**src/dgmp_pkg.sv**
```systemverilog
// Package with types, constants and helpers of the depth grid min-pool block.
`timescale 1ns / 1ps
`default_nettype none

package dgmp_pkg;

    localparam int CELLS = 12;

    typedef logic signed [15:0] dist_t;
    typedef logic [CELLS-1:0][15:0] min_vec_t;
    typedef logic [3:0] cell_idx_t;
    typedef logic [5:0] sample_idx_t;
    typedef logic [7:0] angle_t;

    localparam dist_t MIN_INIT = 16'sh7FFF;
    localparam sample_idx_t LAST_SAMPLE = 6'd63;
    localparam cell_idx_t LAST_CELL = 4'd11;
    localparam logic [1:0] LAST_ROW = 2'd3;
    localparam logic [1:0] LAST_COLUMN = 2'd2;

    // Grid cell that steers the servo: row 1, column 2.
    localparam cell_idx_t SERVO_CELL = 4'd5;

    // Angle mapping: 100 mm gives 180 degrees, 1500 mm gives 0 degrees.
    localparam dist_t NEAR_MM = 16'sd100;
    localparam dist_t FAR_MM = 16'sd1500;
    localparam angle_t ANGLE_MAX = 8'd180;
    // Below this offset from the near limit the quotient truncates to zero.
    localparam logic signed [16:0] NEAR_DEAD = 17'sd8;
    // floor(x / 70) equals (x * RECIP) >> RECIP_SHIFT for every x below 12600.
    localparam logic [14:0] RECIP = 15'd14980;
    localparam int RECIP_SHIFT = 20;

    // Maps a frame sample index to its grid cell in row-major grid order.
    function automatic cell_idx_t cell_of(input sample_idx_t idx);
        logic [1:0] row;
        logic [1:0] col;
        begin
            row = idx[5:4];
            if (idx[2:0] < 3'd2)
            begin
                col = 2'd2;
            end
            else if (idx[2:0] < 3'd6)
            begin
                col = 2'd1;
            end
            else
            begin
                col = 2'd0;
            end
            cell_of = {row, 1'b0} + {2'b00, row} + {2'b00, col};
        end
    endfunction

endpackage

`default_nettype wire

```
**src/dgmp_if.sv**
```systemverilog
// Stream interfaces for the sample input and the grid result output.
`timescale 1ns / 1ps
`default_nettype none

interface dgmp_sample_if;
    import dgmp_pkg::*;

    logic valid;
    logic ready;
    dist_t distance;

    modport source (output valid, output distance, input ready);
    modport sink (input valid, input distance, output ready);
endinterface

interface dgmp_result_if;
    import dgmp_pkg::*;

    logic valid;
    logic ready;
    logic [1:0] cell_row;
    logic [1:0] cell_column;
    dist_t cell_min;
    angle_t servo_angle;
    logic last_cell;

    modport source (output valid, output cell_row, output cell_column, output cell_min,
                    output servo_angle, output last_cell, input ready);
    modport sink (input valid, input cell_row, input cell_column, input cell_min,
                  input servo_angle, input last_cell, output ready);
endinterface

`default_nettype wire

```
**src/depth_grid_min_pool_servo_core.sv**
```systemverilog
// Top level of the depth grid min-pool block with servo angle output.
//
// The samples channel takes the 64 distance samples of an 8x8 frame in
// row-major order, one request per cycle. Each sample updates the minimum of
// its cell in a 4-row by 3-column grid in the cycle it is accepted.
// The sample that closes a frame copies the twelve minima and the servo angle
// into a result bank and clears the live minima, so the next frame can start
// in the following cycle.
// The results channel then sends the twelve cells in row-major grid order,
// one per cycle unless stalled, the first via the bank and output register;
// last_cell marks the twelfth. The angle comes from the row 1, column 2
// minimum through a two-stage pipeline that settles long before the frame
// closes. Throughput is one sample per cycle. The closing sample of a frame
// is held off only while the bank still holds cells of the previous frame.
// When the receiver stalls, the output register holds its request and the
// bank drains once the receiver is ready again.
// Reset clears the sample counter, sets all minima to 32767 and empties the
// bank and the output register.
`timescale 1ns / 1ps
`default_nettype none

module depth_grid_min_pool_servo_core
    import dgmp_pkg::*;
(
    input  wire logic     clk,
    input  wire logic     rst_n,
    dgmp_sample_if.sink   samples,
    dgmp_result_if.source results
);

    min_vec_t minima;
    min_vec_t frame_min;
    logic     frame_done;
    logic     bank_busy;
    angle_t   angle;

    dgmp_pool u_pool (
        .clk        (clk),
        .rst_n      (rst_n),
        .samples    (samples),
        .bank_busy  (bank_busy),
        .minima     (minima),
        .frame_min  (frame_min),
        .frame_done (frame_done)
    );

    dgmp_servo u_servo (
        .clk       (clk),
        .rst_n     (rst_n),
        .steer_min (dist_t'(minima[SERVO_CELL])),
        .angle     (angle)
    );

    dgmp_emit u_emit (
        .clk        (clk),
        .rst_n      (rst_n),
        .frame_min  (frame_min),
        .frame_done (frame_done),
        .angle      (angle),
        .bank_busy  (bank_busy),
        .results    (results)
    );

endmodule

`default_nettype wire

```
**src/dgmp_pool.sv**
```systemverilog
// Sample counter and per-cell running minima of the depth frame.
`timescale 1ns / 1ps
`default_nettype none

module dgmp_pool
    import dgmp_pkg::*;
(
    input  wire logic   clk,
    input  wire logic   rst_n,
    dgmp_sample_if.sink samples,
    input  wire logic   bank_busy,
    output min_vec_t    minima,
    output min_vec_t    frame_min,
    output logic        frame_done
);

    sample_idx_t idx_reg;
    sample_idx_t idx_next;
    min_vec_t    min_reg;
    min_vec_t    min_next;
    cell_idx_t   cell_sel;
    logic        accept;

    // The last sample of a frame waits until the result bank is free.
    assign samples.ready = !((idx_reg == LAST_SAMPLE) && bank_busy);
    assign accept = samples.valid && samples.ready;
    assign cell_sel = cell_of(idx_reg);
    assign frame_done = accept && (idx_reg == LAST_SAMPLE);
    assign minima = min_reg;

    always_comb
    begin
        for (int i = 0; i < CELLS; i++)
        begin
            if (accept && (cell_sel == cell_idx_t'(i)) &&
                (samples.distance < $signed(min_reg[i])))
            begin
                frame_min[i] = samples.distance;
            end
            else
            begin
                frame_min[i] = min_reg[i];
            end
            min_next[i] = frame_done ? MIN_INIT : frame_min[i];
        end
        idx_next = accept ? idx_reg + 6'd1 : idx_reg;
    end

    always_ff @(posedge clk or negedge rst_n)
    begin
        if (!rst_n)
        begin
            idx_reg <= '0;
            for (int i = 0; i < CELLS; i++)
            begin
                min_reg[i] <= MIN_INIT;
            end
        end
        else
        begin
            idx_reg <= idx_next;
            min_reg <= min_next;
        end
    end

endmodule

`default_nettype wire

```
**src/dgmp_servo.sv**
```systemverilog
// Two-stage pipeline that maps the steering cell minimum to a servo angle.
`timescale 1ns / 1ps
`default_nettype none

module dgmp_servo
    import dgmp_pkg::*;
(
    input  wire logic clk,
    input  wire logic rst_n,
    input  dist_t     steer_min,
    output angle_t    angle
);

    logic signed [16:0] offset;
    logic [13:0] scaled_reg;
    logic [13:0] scaled_next;
    logic        near_reg;
    logic        near_next;
    logic        far_reg;
    logic        far_next;
    logic [28:0] product;
    angle_t      quotient;
    angle_t      angle_reg;
    angle_t      angle_next;

    // Stage one: clamp decisions and the offset times nine.
    always_comb
    begin
        offset = 17'(steer_min) - 17'(NEAR_MM);
        near_next = offset < NEAR_DEAD;
        far_next = steer_min >= FAR_MM;
        scaled_next = {3'b000, offset[10:0]} + {offset[10:0], 3'b000};
    end

    // Stage two: divide by seventy through the reciprocal and subtract.
    always_comb
    begin
        product = 29'(scaled_reg) * 29'(RECIP);
        quotient = product[RECIP_SHIFT +: 8];
        if (near_reg)
        begin
            angle_next = ANGLE_MAX;
        end
        else if (far_reg)
        begin
            angle_next = '0;
        end
        else
        begin
            angle_next = ANGLE_MAX - quotient;
        end
    end

    always_ff @(posedge clk or negedge rst_n)
    begin
        if (!rst_n)
        begin
            near_reg <= 1'b1;
            far_reg <= 1'b0;
            angle_reg <= ANGLE_MAX;
        end
        else
        begin
            near_reg <= near_next;
            far_reg <= far_next;
            angle_reg <= angle_next;
        end
    end

    always_ff @(posedge clk)
    begin
        scaled_reg <= scaled_next;
    end

    assign angle = angle_reg;

endmodule

`default_nettype wire

```
**src/dgmp_emit.sv**
```systemverilog
// Result bank and output register that send the twelve cells of a frame.
`timescale 1ns / 1ps
`default_nettype none

module dgmp_emit
    import dgmp_pkg::*;
(
    input  wire logic     clk,
    input  wire logic     rst_n,
    input  min_vec_t      frame_min,
    input  wire logic     frame_done,
    input  angle_t        angle,
    output logic          bank_busy,
    dgmp_result_if.source results
);

    min_vec_t   bank_reg;
    angle_t     angle_hold_reg;
    logic       busy_reg;
    logic       busy_next;
    cell_idx_t  cnt_reg;
    cell_idx_t  cnt_next;
    logic [1:0] row_reg;
    logic [1:0] row_next;
    logic [1:0] col_reg;
    logic [1:0] col_next;
    logic       valid_reg;
    logic       valid_next;
    logic [1:0] out_row_reg;
    logic [1:0] out_col_reg;
    dist_t      out_min_reg;
    angle_t     out_angle_reg;
    logic       out_last_reg;
    logic       load;

    // A pending bank cell goes to the output register when it is empty or being taken.
    assign load = busy_reg && (!valid_reg || results.ready);
    assign bank_busy = busy_reg;

    always_comb
    begin
        busy_next = busy_reg;
        cnt_next = cnt_reg;
        row_next = row_reg;
        col_next = col_reg;
        valid_next = valid_reg && !results.ready;
        if (frame_done)
        begin
            busy_next = 1'b1;
            cnt_next = '0;
            row_next = '0;
            col_next = '0;
        end
        else if (load)
        begin
            valid_next = 1'b1;
            cnt_next = cnt_reg + 4'd1;
            if (col_reg == LAST_COLUMN)
            begin
                col_next = '0;
                row_next = row_reg + 2'd1;
            end
            else
            begin
                col_next = col_reg + 2'd1;
            end
            if (cnt_reg == LAST_CELL)
            begin
                busy_next = 1'b0;
            end
        end
    end

    always_ff @(posedge clk or negedge rst_n)
    begin
        if (!rst_n)
        begin
            busy_reg <= 1'b0;
            cnt_reg <= '0;
            row_reg <= '0;
            col_reg <= '0;
            valid_reg <= 1'b0;
        end
        else
        begin
            busy_reg <= busy_next;
            cnt_reg <= cnt_next;
            row_reg <= row_next;
            col_reg <= col_next;
            valid_reg <= valid_next;
        end
    end

    always_ff @(posedge clk)
    begin
        if (frame_done)
        begin
            bank_reg <= frame_min;
            angle_hold_reg <= angle;
        end
        if (load)
        begin
            out_row_reg <= row_reg;
            out_col_reg <= col_reg;
            out_min_reg <= bank_reg[cnt_reg];
            out_angle_reg <= angle_hold_reg;
            out_last_reg <= (cnt_reg == LAST_CELL);
        end
    end

    assign results.valid = valid_reg;
    assign results.cell_row = out_row_reg;
    assign results.cell_column = out_col_reg;
    assign results.cell_min = out_min_reg;
    assign results.servo_angle = out_angle_reg;
    assign results.last_cell = out_last_reg;

endmodule

`default_nettype wire

```
**src/flat_wrapper.sv**
```systemverilog
// flat-port wrapper written by rule: the top's interface ports become plain ports
module depth_grid_min_pool_servo_core_flat import dgmp_pkg::*;
  (clk, rst_n, samples_valid, samples_distance, samples_ready, results_valid, results_cell_row, results_cell_column, results_cell_min, results_servo_angle, results_last_cell, results_ready);
  dgmp_sample_if samples_i ();
  dgmp_result_if results_i ();
  input  wire logic clk;
  input  wire logic rst_n;
  input wire logic [$bits(samples_i.valid)-1:0] samples_valid;
  input wire logic [$bits(samples_i.distance)-1:0] samples_distance;
  output wire logic [$bits(samples_i.ready)-1:0] samples_ready;
  output wire logic [$bits(results_i.valid)-1:0] results_valid;
  output wire logic [$bits(results_i.cell_row)-1:0] results_cell_row;
  output wire logic [$bits(results_i.cell_column)-1:0] results_cell_column;
  output wire logic [$bits(results_i.cell_min)-1:0] results_cell_min;
  output wire logic [$bits(results_i.servo_angle)-1:0] results_servo_angle;
  output wire logic [$bits(results_i.last_cell)-1:0] results_last_cell;
  input wire logic [$bits(results_i.ready)-1:0] results_ready;
  assign samples_i.valid = samples_valid;
  assign samples_i.distance = samples_distance;
  assign samples_ready = samples_i.ready;
  assign results_valid = results_i.valid;
  assign results_cell_row = results_i.cell_row;
  assign results_cell_column = results_i.cell_column;
  assign results_cell_min = results_i.cell_min;
  assign results_servo_angle = results_i.servo_angle;
  assign results_last_cell = results_i.last_cell;
  assign results_i.ready = results_ready;
  depth_grid_min_pool_servo_core u_core (.clk(clk), .rst_n(rst_n), .samples(samples_i), .results(results_i));
endmodule
```
**config.mk**
```make
export PLATFORM = sky130hd
export DESIGN_NAME = depth_grid_min_pool_servo_core_flat
export DESIGN_NICKNAME = d
export VERILOG_FILES = /design/src/dgmp_pkg.sv /design/src/dgmp_if.sv /design/src/depth_grid_min_pool_servo_core.sv /design/src/dgmp_pool.sv /design/src/dgmp_servo.sv /design/src/dgmp_emit.sv /design/src/flat_wrapper.sv
export SDC_FILE = /design/constraint.sdc
export NUM_CORES = 1
export LEC_CHECK = 0
export ABC_AREA = 0
export BUFFER_PORTS_ARGS = -buffer_cell sky130_fd_sc_hd__buf_4
export CAP_MARGIN = 20
export CORE_UTILIZATION = 35
export DETAILED_ROUTE_END_ITERATION = 10
export PLACE_DENSITY = 0.54
export SKIP_LAST_GASP = 1
export SLEW_MARGIN = 20
export SYNTH_ARGS = -nofsm -noshare
export SYNTH_HDL_FRONTEND = slang
export SYNTH_SLANG_ARGS = --single-unit
```
**constraint.sdc**
```tcl
create_clock -name clk -period 8 [get_ports clk]
set_clock_uncertainty 0.15 [all_clocks]
set_input_delay 1.2 -clock clk [delete_from_list [all_inputs] [get_ports clk]]
set_output_delay 1.2 -clock clk [all_outputs]
set_load 0.01 [all_outputs]
```
### Yosys cells after proc, flatten, opt, wreduce, memory -nomap -nowiden

Index checks and enable logic that the tools add are counted.

* logic and storage cells: 163
* input bits: 20
* register bits after elaboration: 461
* output and inout port bits: 31

* equality and inequality tests: 14
* order comparisons: 17
* reduce and logical (&&, ||, !) cells: 39
* add/subtract/negate cells: 9
* mux-type cells: 43
* multipliers: 1

Operators by type and width (count)
* two-way mux 16 bit: 25
* less-than comparator 16 bit: 12
* binary-select mux 16 bit (select 4 bit): 1
* logical AND 1 bit: 29
* multiplier 14 x 12 -> 26 bit (second input constant): 1
* == test 4 bit (second input constant): 5
* less-than comparator 17 x 5 -> 1 bit (second input constant): 1
* subtractor 16 x 8 -> 17 bit (second input constant): 1
* == test 4 x 3 -> 1 bit (second input constant): 4
* greater-or-equal comparator 16 x 12 -> 1 bit (second input constant): 1
* two-way mux 8 bit: 2
* adder 11 x 14 -> 14 bit: 1
* two-way mux 2 bit: 7
* == test 4 x 2 -> 1 bit (second input constant): 2
* two-way mux 4 bit: 2
* subtractor 8 bit (first input constant): 1
* adder 6 x 1 -> 6 bit (second input constant): 1
* == test 6 bit (second input constant): 1
* two-way mux 1 bit: 6
* nonzero test 2 bit: 3
* less-than comparator 4 x 5 -> 1 bit (second input constant): 1
* adder 2 x 1 -> 2 bit (second input constant): 2
* adder 3 x 2 -> 4 bit: 1
* adder 4 x 1 -> 4 bit (second input constant): 1
* other kinds (9): 12

### Logic depth before layout (Yosys ltp)

Gate-level depths: netlist of run 1.

* depth in word-level cells: 9
* depth in mapped cells: 21
* gate-level depth less buffers: 21

### Modules after synthesis

Synthesis of run 1 repeated with hierarchy kept, for this count alone.

* cell total of the unflattened synthesis: 2295
* area total of the unflattened synthesis: 27632.8 um^2

Modules (own cells, without submodules)
* dgmp_pool: area each 15122.0 um^2, seq. area each 5180.0 um^2, instances 1, cells an instance 1505
* dgmp_emit: area each 8923.6 um^2, seq. area each 7126.8 um^2, instances 1, cells an instance 427
* dgmp_servo: area each 3587.2 um^2, seq. area each 536.8 um^2, instances 1, cells an instance 363

### Worst setup path after synthesis of run 1

No wires, ideal clock.

* path type: in2reg
* start point: in samples_valid
* end point: reg u_core.u_emit.angle_hold_reg[0], enable pin
* stages: 4
* arrival: 7327 ps
* setup slack: -119 ps
* path buffers: 2
* library setup time: 642 ps
* cell sequence: nand3b_1 > clkbuf_1 > inv_1 > buf_1

* cells in the longest elaborated chain, start to end: 2

RTL lines
* start: declaration: RTL line flat_wrapper.sv:8 `input wire logic [$bits(samples_i.valid)-1:0] samples_valid;`
* logical AND 1 bit: RTL line dgmp_pool.sv:26 `assign accept = samples.valid && samples.ready;`
* logical AND 1 bit: RTL line dgmp_pool.sv:28 `assign frame_done = accept && (idx_reg == LAST_SAMPLE);`
* net u_core.frame_done: RTL line depth_grid_min_pool_servo_core.sv:33 `logic frame_done;`
* end signal: assignment: RTL line dgmp_emit.sv:99 `angle_hold_reg <= angle;`
* end: declaration: RTL line dgmp_emit.sv:18 `angle_t angle_hold_reg;`

The timed path passes the listed nets, and every way through them passes these cells.
A chain may end at the register's enable or synchronous reset.

### Final worst setup path of run 1

* start point: reg u_core.u_servo.scaled_reg[6]
* end point: reg u_core.u_servo.angle_reg[7], in the netlist u_core.u_servo.angle[7]

* cells in the longest elaborated chain, start to end: 4

RTL lines
* start: declaration: RTL line dgmp_servo.sv:15 `logic [13:0] scaled_reg;`
* start signal: assignment: RTL line dgmp_servo.sv:72 `scaled_reg <= scaled_next;`
* multiplier 14 x 12 -> 26 bit: RTL line dgmp_servo.sv:38 `product = 29'(scaled_reg) * 29'(RECIP);`
* subtractor 8 bit: RTL line dgmp_servo.sv:50 `angle_next = ANGLE_MAX - quotient;`
* two-way mux 8 bit: RTL line dgmp_servo.sv:44 `else if (far_reg)`
* two-way mux 8 bit: RTL line dgmp_servo.sv:40 `if (near_reg)`
* net u_core.u_servo.angle_next[7]: RTL line dgmp_servo.sv:24 `angle_t angle_next;`
* end signal: assignment: RTL line dgmp_servo.sv:66 `angle_reg <= angle_next;`
* end: declaration: RTL line dgmp_servo.sv:23 `angle_t angle_reg;`

The timed path passes the listed nets, and every way through them passes these cells.

==> impl_metrics.yaml, run 1 <==
worst_setup_path:
  crit_path_frequent_cell: "sky130_fd_sc_hd__inv_1"
  setup.worst_path.class: "register to register"
  critPathLaunch: "u_core.u_servo.scaled_reg[6]"
  setup.worst_path.end_class: "register"
  setup.worst_path.start_class: "register"
  critical_path_arrival_ps: 6520
  cp.required_ps: 8370
  r2r_start: "u_core.u_servo.scaled_reg[6]"
  critical_path_buffer_and_inverter_count: 4
  path_depth: 19
  critPathCapture: "u_core.u_servo.angle[7]"
  timing.reg2reg.setup_slack_ps: 1850
  crit_fanout: 5
  chain_of_cells_forming_the_critical_path: "inv_1, fa_1, inv_1, fa_1, inv_1, fa_1, inv_1, ha_1, ha_1, ha_1, a21oi_1, o21ai_0, a21o_1, a221oi_2, o21ai_0, and3b_1, a311o_1, or4b_1, o211ai_2"
  critical_path.top_delay_family: "adder cells"
  cp_slowest_stage_delay_ps: 560
  crit-reg2reg-capture: "u_core.u_servo.angle[7]"
  number_of_cell_instances_on_the_worst_register_to_register_path: 19
  cp_max_stage_cell: "sky130_fd_sc_hd__fa_1"
grt:
  largest_net_degree_at_the_start_of_global_routing: 169
  grt.overflow.total: 0
  antenna_found_initial: 0
  gr-usage-all-layers_pct: 16.7
  first_pass_grt_wire_length_um: 97700
  grt_pass1_vias: 17400
route:
  routed_wire_length_per_instance_um: 19.3
  vias: 16500
  drc_errors: 6
  mean_number_of_vias_per_cell: 5.18
  totalWireLength_um: 61400
  detailedRoute.firstIterationViolations: 1037
  postRouteAntennaNets: 0
  pre_repair_dr_iteration_count: 8
clock_tree:
  tritoncts.num_buffers: 51
  insertion_delay_of_the_later_clocked_pin_in_the_worst_skew_pair_ps: 610
  clock_tree.htree_level_count: 2
  root_buffer: "sky130_fd_sc_hd__clkbuf_16"
  cts_max_path_buffers: 3
  cts.repair.resized: 0
  cts_num_sinks: 461
  clkTransAtPathRegs_ps: 70
  post-cts-setup-buffers: 0
  cts_hold_buffers_added: 0
  clock_tree_from_tritoncts: "yes"
final_layout:
  fill_cell_total_of_the_finished_layout: 6874
  nets: 2501
  drive_above_1_share_pct: 23.2
  diodes: 0
  area_growth_pct: 12.1
logic_synthesis:
  seq_area_frac_synth_pct: 49.5
  mappedNetlistArea_mm2: 0.0260
  post-synth-top-area-fraction_pct: 26.5
  ys.warnings.count: 0
  synth_edf_count: 229
  synth.ff_latch_count: 461
  synth_area_leader_cell: "sky130_fd_sc_hd__edfxtp_1"
  synth.distinct_cells: 60
  synth_flop_cell: "sky130_fd_sc_hd__edfxtp_1"
  post_synth_main_area_contributors: "sky130_fd_sc_hd__edfxtp_1, sky130_fd_sc_hd__dfstp_2, sky130_fd_sc_hd__ha_1"
  mean_instance_size_in_the_synthesized_netlist_um2: 12.1
  async_flop_share_pct: 47.3
  synthesis.instances: 2144
  syn_nets: 2467
min_path:
  hp-class: "register to register"
  min_delay_path_depth: 0
placement:
  gp_congestion: 0.879
  dp_hpwl_um: 41400
  io_buffers: 50
sta:
  period_minus_slack_ps: 6150
  min_period_over_period_pct: 76.8
  final_max_slew_viols: 0
  tightest_pin_transition_ps: 1060
  unrepaired_setup_endpoints_after_global_routing: "no"
  finalSetupViolations: 0
  maxClockFrequency_ghz: 0.163
  fin_tns_setup_ps: 0
  final_hold_viol_count: 0
  relSlewSlack_pct: 29.4
floorplanning:
  boundaryPins: 51
  design.die.area_mm2: 0.0753
  die_y_um: 274
  core_region_area_mm2: 0.0732
  die_x_um: 274
  fp-row-count: 99
  start_util_pct: 35.5
flow_run:
  cap_viol_max_count: 0
outcome:
  outcome: "finished with violations"
  violations: "DRC"
[cell usage after synthesis, drive strengths merged (5+ instances only)]
cell,n
a31oi,9
o211ai,59
dfrtp,33
nor3,23
clkbuf,60
or2,5
a21oi,48
xnor2,30
o21a,7
nor2b,13
mux2i,20
nand2b,140
edfxtp,229
a2111oi,7
buf,25
a211o,6
nor3b,5
nand4,25
o22ai,16
a211oi,9
dfstp,185
nand2,59
and2,9
ha,262
nor2,47
xor2,10
mux2,113
o21bai,5
inv,278
fa,41
dfxtp,14
a21o,86
mux4,48
nand3,80
o21ai,107
[per-layer routing]
layer / up-vias / global-route usage (%) / share of wire (%)
met5: - / 0 / 0
met4: 0 / 5.10 / 2.4
met3: 94 / 2.01 / 3.5
met2: 315 / 28.1 / 48
met1: 8332 / 22.3 / 46
li1: 7719 / - / -
[layout make-up]
cell class                 count  area [um^2]  area share, %
sequential                   461        12800           44.1
timing repair buffer          66          528           1.81
clock inverter                23          265          0.911
inverter                     278         1050           3.61
multi-input combinational   1320        11800           40.4
clock buffer                  73         1450           4.98
tap                          959         1200           4.12
[metrics by stage]
| stage | instance area, um^2 | hold slack [ps] | util (%) | setup WS [ps] | std cells |
|---|---|---|---|---|---|
| after global placement | 27400 | 253 | 37.4 | 2060 | 3084 |
| after detailed placement | 27400 | 255 | 37.4 | 1920 | 3084 |
| after CTS | 29100 | 269 | 39.8 | 1910 | 3180 |
| after floorplan | 26000 | 250 | - | 440 | 2144 |
| final | 29100 | 270 | 39.8 | 1850 | 3180 |
| after global routing | 29100 | 276 | 39.8 | 1600 | 3180 |
[logic make-up after synthesis]
logic type | Yosys count | share of synthesized area [%]
flops | 461 | 49.5
buf+inv | 363 | 5.31
fa+ha+maj | 303 | 15.8
xor+xnor | 40 | 1.35
mux | 181 | 9.85
simple gates | 419 | 8.69
compound gates | 377 | 9.56
[worst reg2reg max path: stages, from the launching register on]
cell,delay (ps)
sky130_fd_sc_hd__dfxtp_1,470
sky130_fd_sc_hd__inv_1,180
sky130_fd_sc_hd__fa_1,560
sky130_fd_sc_hd__inv_1,50
sky130_fd_sc_hd__fa_1,500
sky130_fd_sc_hd__inv_1,50
sky130_fd_sc_hd__fa_1,510
sky130_fd_sc_hd__inv_1,50
sky130_fd_sc_hd__ha_1,280
sky130_fd_sc_hd__ha_1,290
sky130_fd_sc_hd__ha_1,330
sky130_fd_sc_hd__a21oi_1,380
sky130_fd_sc_hd__o21ai_0,220
sky130_fd_sc_hd__a21o_1,220
sky130_fd_sc_hd__a221oi_2,360
sky130_fd_sc_hd__o21ai_0,280
sky130_fd_sc_hd__and3b_1,260
sky130_fd_sc_hd__a311o_1,290
sky130_fd_sc_hd__or4b_1,550
sky130_fd_sc_hd__o211ai_2,90
[cells in the final DEF (no fill, tap or decap), types with 25 or more instances in the layout]
cell	netlist	final
sky130_fd_sc_hd__a21o_1	86	86
sky130_fd_sc_hd__a21oi_1	45	42
sky130_fd_sc_hd__buf_4	0	63
sky130_fd_sc_hd__clkbuf_16	0	52
sky130_fd_sc_hd__dfrtp_1	33	31
sky130_fd_sc_hd__dfstp_2	185	185
sky130_fd_sc_hd__edfxtp_1	229	229
sky130_fd_sc_hd__fa_1	41	41
sky130_fd_sc_hd__ha_1	262	262
sky130_fd_sc_hd__inv_1	278	277
sky130_fd_sc_hd__mux2_2	111	111
sky130_fd_sc_hd__mux4_2	48	48
sky130_fd_sc_hd__nand2_1	59	59
sky130_fd_sc_hd__nand2b_1	140	140
sky130_fd_sc_hd__nand3_1	79	79
sky130_fd_sc_hd__nand4_1	25	25
sky130_fd_sc_hd__nor2_1	47	43
sky130_fd_sc_hd__o211ai_1	58	58
sky130_fd_sc_hd__o21ai_0	107	107
sky130_fd_sc_hd__xnor2_1	30	30
[worst min path at each step]
stage	startpoint	to	slack, ps
finish	u_core.u_emit.angle_hold_reg[3]	u_core.u_emit.results.servo_angle[3]	270
global route	u_core.u_emit.angle_hold_reg[3]	u_core.u_emit.results.servo_angle[3]	280
CTS	u_core.u_emit.angle_hold_reg[3]	u_core.u_emit.results.servo_angle[3]	270
detailed placement	u_core.u_emit.angle_hold_reg[0]	u_core.u_emit.results.servo_angle[0]	250
global placement	u_core.u_emit.angle_hold_reg[6]	u_core.u_emit.results.servo_angle[6]	250
floorplan	u_core.u_emit.angle_hold_reg[0]	u_core.u_emit.results.servo_angle[0]	250
Power of run 1 is not shown: default switching activity piles up to over one toggle a cycle in this logic, so the estimate is an artifact.
==> inputs of run 2 (changes only) <==
--- a/config.mk
+++ b/config.mk
@@ -5,12 +5,12 @@
 export SDC_FILE = /design/constraint.sdc
 export NUM_CORES = 1
 export LEC_CHECK = 0
-export ABC_AREA = 0
+export ABC_AREA = 1
 export BUFFER_PORTS_ARGS = -buffer_cell sky130_fd_sc_hd__buf_4
 export CAP_MARGIN = 20
 export CORE_UTILIZATION = 35
 export DETAILED_ROUTE_END_ITERATION = 10
-export PLACE_DENSITY = 0.54
+export PLACE_DENSITY = 0.53
 export SKIP_LAST_GASP = 1
 export SLEW_MARGIN = 20
 export SYNTH_ARGS = -nofsm -noshare
==> constraint.sdc (replaced) <==
create_clock -name clk -period 5.8 [get_ports clk]
set_clock_uncertainty 0.15 [all_clocks]
set_input_delay 0.87 -clock clk [delete_from_list [all_inputs] [get_ports clk]]
set_output_delay 0.87 -clock clk [all_outputs]
set_load 0.01 [all_outputs]
==> impl_metrics.yaml, run 2 <==
logic_synthesis:
  synthesis.instances: 2872
  synth_compound_gate_area_share_pct: 7.01
  synth_adder_area_share_pct: 15.0
  synth_edf_count: 229
  muxShareOfSynthArea_pct: 0.950
  post_synth_main_area_contributors: "sky130_fd_sc_hd__edfxtp_1, sky130_fd_sc_hd__dfstp_2, sky130_fd_sc_hd__ha_1"
  yosys.area_share.simple_pct: 21.9
  seq_area_frac_synth_pct: 46.9
  synth_flop_cell: "sky130_fd_sc_hd__edfxtp_1"
  mappedNetlistArea_mm2: 0.0274
  combinational_family_with_the_most_area_after_synthesis: "simple AND/OR/NAND/NOR gates"
  synth.ff_latch_count: 461
  post_synth_most_frequent_cells: "sky130_fd_sc_hd__nand2_1, sky130_fd_sc_hd__inv_1, sky130_fd_sc_hd__ha_1"
  synth.distinct_cells: 50
  synth_area_leader_cell: "sky130_fd_sc_hd__edfxtp_1"
  mean_instance_size_in_the_synthesized_netlist_um2: 9.54
  yosysMostFrequentCell: "sky130_fd_sc_hd__nand2_1"
  ys.warnings.count: 0
  syn_nets: 3195
  post_synth_xor_area_fraction_pct: 1.09
  post-synth-top-area-fraction_pct: 25.1
  async_flop_share_pct: 47.3
clock_tree:
  clock_tree.htree_level_count: 2
  clock_tree_from_tritoncts: "yes"
  cts_num_sinks: 461
  cts_max_path_buffers: 3
  cts.repair.resized: 0
  post-cts-setup-buffers: 0
  clkTransAtPathRegs_ps: 70
  root_buffer: "sky130_fd_sc_hd__clkbuf_16"
  tritoncts.num_buffers: 53
  insertion_delay_of_the_later_clocked_pin_in_the_worst_skew_pair_ps: 630
  cts_hold_buffers_added: 0
sta:
  finalSetupViolations: 0
  timing.final.ws_setup_ps: 830
  period_minus_slack_ps: 4970
  fin_tns_setup_ps: 0
  final_max_slew_viols: 0
  final_hold_viol_count: 0
  relSlewSlack_pct: 31.2
  unrepaired_setup_endpoints_after_global_routing: "no"
  tightest_pin_transition_ps: 1030
  maxClockFrequency_ghz: 0.201
  min_period_over_period_pct: 85.7
  final.hold.worst_slack_ps: 189
route:
  vias: 21000
  totalWireLength_um: 79800
  mean_number_of_vias_per_cell: 5.30
  routed_wire_length_per_instance_um: 20.2
  detailedRoute.firstIterationViolations: 1474
  postRouteAntennaNets: 0
  drc_errors: 0
  pre_repair_dr_iteration_count: 5
flow_run:
  cap_viol_max_count: 0
worst_setup_path:
  r2r_start: "u_core.u_servo.scaled_reg[7]"
  number_of_cell_instances_on_the_worst_register_to_register_path: 23
  cp.required_ps: 6150
  setup.worst_path.end_class: "register"
  crit_path_frequent_cell: "sky130_fd_sc_hd__nand2_1"
  critical_path_arrival_ps: 5320
  setup.worst_path.start_class: "register"
  cp_max_stage_cell: "sky130_fd_sc_hd__fa_1"
  chain_of_cells_forming_the_critical_path: "inv_1, fa_1, inv_1, fa_1, inv_1, fa_1, inv_1, ha_1, ha_1, ha_1, nand2_1, nor4_1, nand2_1, nand2_1, nand2_1, and2_1, ha_1, inv_1, nand2_1, nand2_1, nand2_1, xnor2_1, nor2_1"
  timing.reg2reg.setup_slack_ps: 830
  crit-reg2reg-capture: "u_core.u_servo.angle[6]"
  crit_fanout: 7
  setup.worst_path.class: "register to register"
  cp_slowest_stage_delay_ps: 560
final_layout:
  drive_above_1_share_pct: 14.2
  most_common_library_cell_in_the_layout_ignoring_fill_and_taps: "sky130_fd_sc_hd__nand2_1"
  final_cell_mix: "sky130_fd_sc_hd__nand2_1, sky130_fd_sc_hd__inv_1, sky130_fd_sc_hd__ha_1"
  area_growth_pct: 10.8
  fill_cell_total_of_the_finished_layout: 7655
  fin_util_pct: 39.2
  nets: 3198
  diodes: 0
grt:
  largest_net_degree_at_the_start_of_global_routing: 184
  grtUsageMet2_pct: 31.8
  globalRouteMet3Util_pct: 2.59
  groute.layer.met1.usage_pct: 28.6
  antenna_found_initial: 0
  gr-usage-all-layers_pct: 20.3
  grt.overflow.total: 0
  grt_pass1_vias: 20800
  busiest_layer: "met2"
  first_pass_grt_wire_length_um: 123000
floorplanning:
  die_x_um: 282
  core_region_area_mm2: 0.0775
  start_util_pct: 35.4
  boundaryPins: 51
  fp-row-count: 102
  die_y_um: 282
  design.die.area_mm2: 0.0794
placement:
  io_buffers: 50
  gp_congestion: 0.864
  dp_hpwl_um: 51700
  place_worst_setup_slack_ps: 756
outcome:
  outcome: "finished, final reports clean"
min_path:
  hp-class: "input pin to asynchronous set/reset pin"
[run 2: cell count changes after synthesis, sizes merged, moves of 108 or more]
cell,previous run,this run
nand4,25,215
nand2,59,611
nand2b,140,0
nor2,47,155
mux2,113,0
nand3,80,229
[run 2: routing by layer]
| layer | vias up | wire [um] |
|---|---|---|
| li1 | 9973 | - |
| met5 | - | 0 |
| met1 | 10300 | 37200 |
| met4 | 0 | 3040 |
| met3 | 133 | 4070 |
| met2 | 601 | 35600 |
[run 2: worst max path at each step]
stage	from	cells past startpoint	slack (ps)	endpoint
3_5_place_dp	u_core.u_servo.scaled_reg[7]	22	760	u_core.u_servo.angle[6]
3_3_place_gp	u_core.u_servo.scaled_reg[7]	23	740	u_core.u_servo.angle[6]
6_report	u_core.u_servo.scaled_reg[7]	23	830	u_core.u_servo.angle[6]
4_1_cts	u_core.u_servo.scaled_reg[6]	22	770	u_core.u_servo.angle[6]
2_1_floorplan	samples_valid	7	1140	u_core.u_emit.angle_hold_reg[0]
5_1_grt	u_core.u_servo.scaled_reg[6]	22	330	u_core.u_servo.angle[6]
[run 2: cell type report]
cell class | count | area [um^2] | share of cell area, %
tap | 1040 | 1300 | 4.29
multi-input combinational | 1936 | 12600 | 41.5
timing repair buffer | 70 | 571 | 1.88
clock buffer | 72 | 1470 | 4.84
clock inverter | 28 | 231 | 0.763
sequential | 461 | 12800 | 42.4
inverter | 353 | 1330 | 4.39
[run 2: worst max-delay path: cells and delay by family (launching register included)]
| family | cells | cell delay (ps) |
|---|---|---|
| xor gates and xnor gates | 1 | 130 |
| and+or+nand+nor | 10 | 1050 |
| adders and majority gates | 7 | 2690 |
| buffers and inverters | 5 | 380 |
| DFF | 1 | 440 |
[run 2: cell families after synthesis]
| group | count (synthesis) |
|---|---|
| AOI/OAI and AO/OA | 317 |
| muxes | 26 |
| and+or+nand+nor | 1256 |
| buffers and inverters | 475 |
| DFF | 461 |
| adders and majority gates | 303 |
| xor gates and xnor gates | 34 |
[run 2: through the flow]
step	instance area (um^2)	cells
2_1_floorplan	27400	2872
3_3_place_gp	28600	3860
3_5_place_dp	28600	3860
4_1_cts	30300	3960
5_1_grt	30300	3960
6_report	30300	3960
Power of run 2 is left out for the same reason.
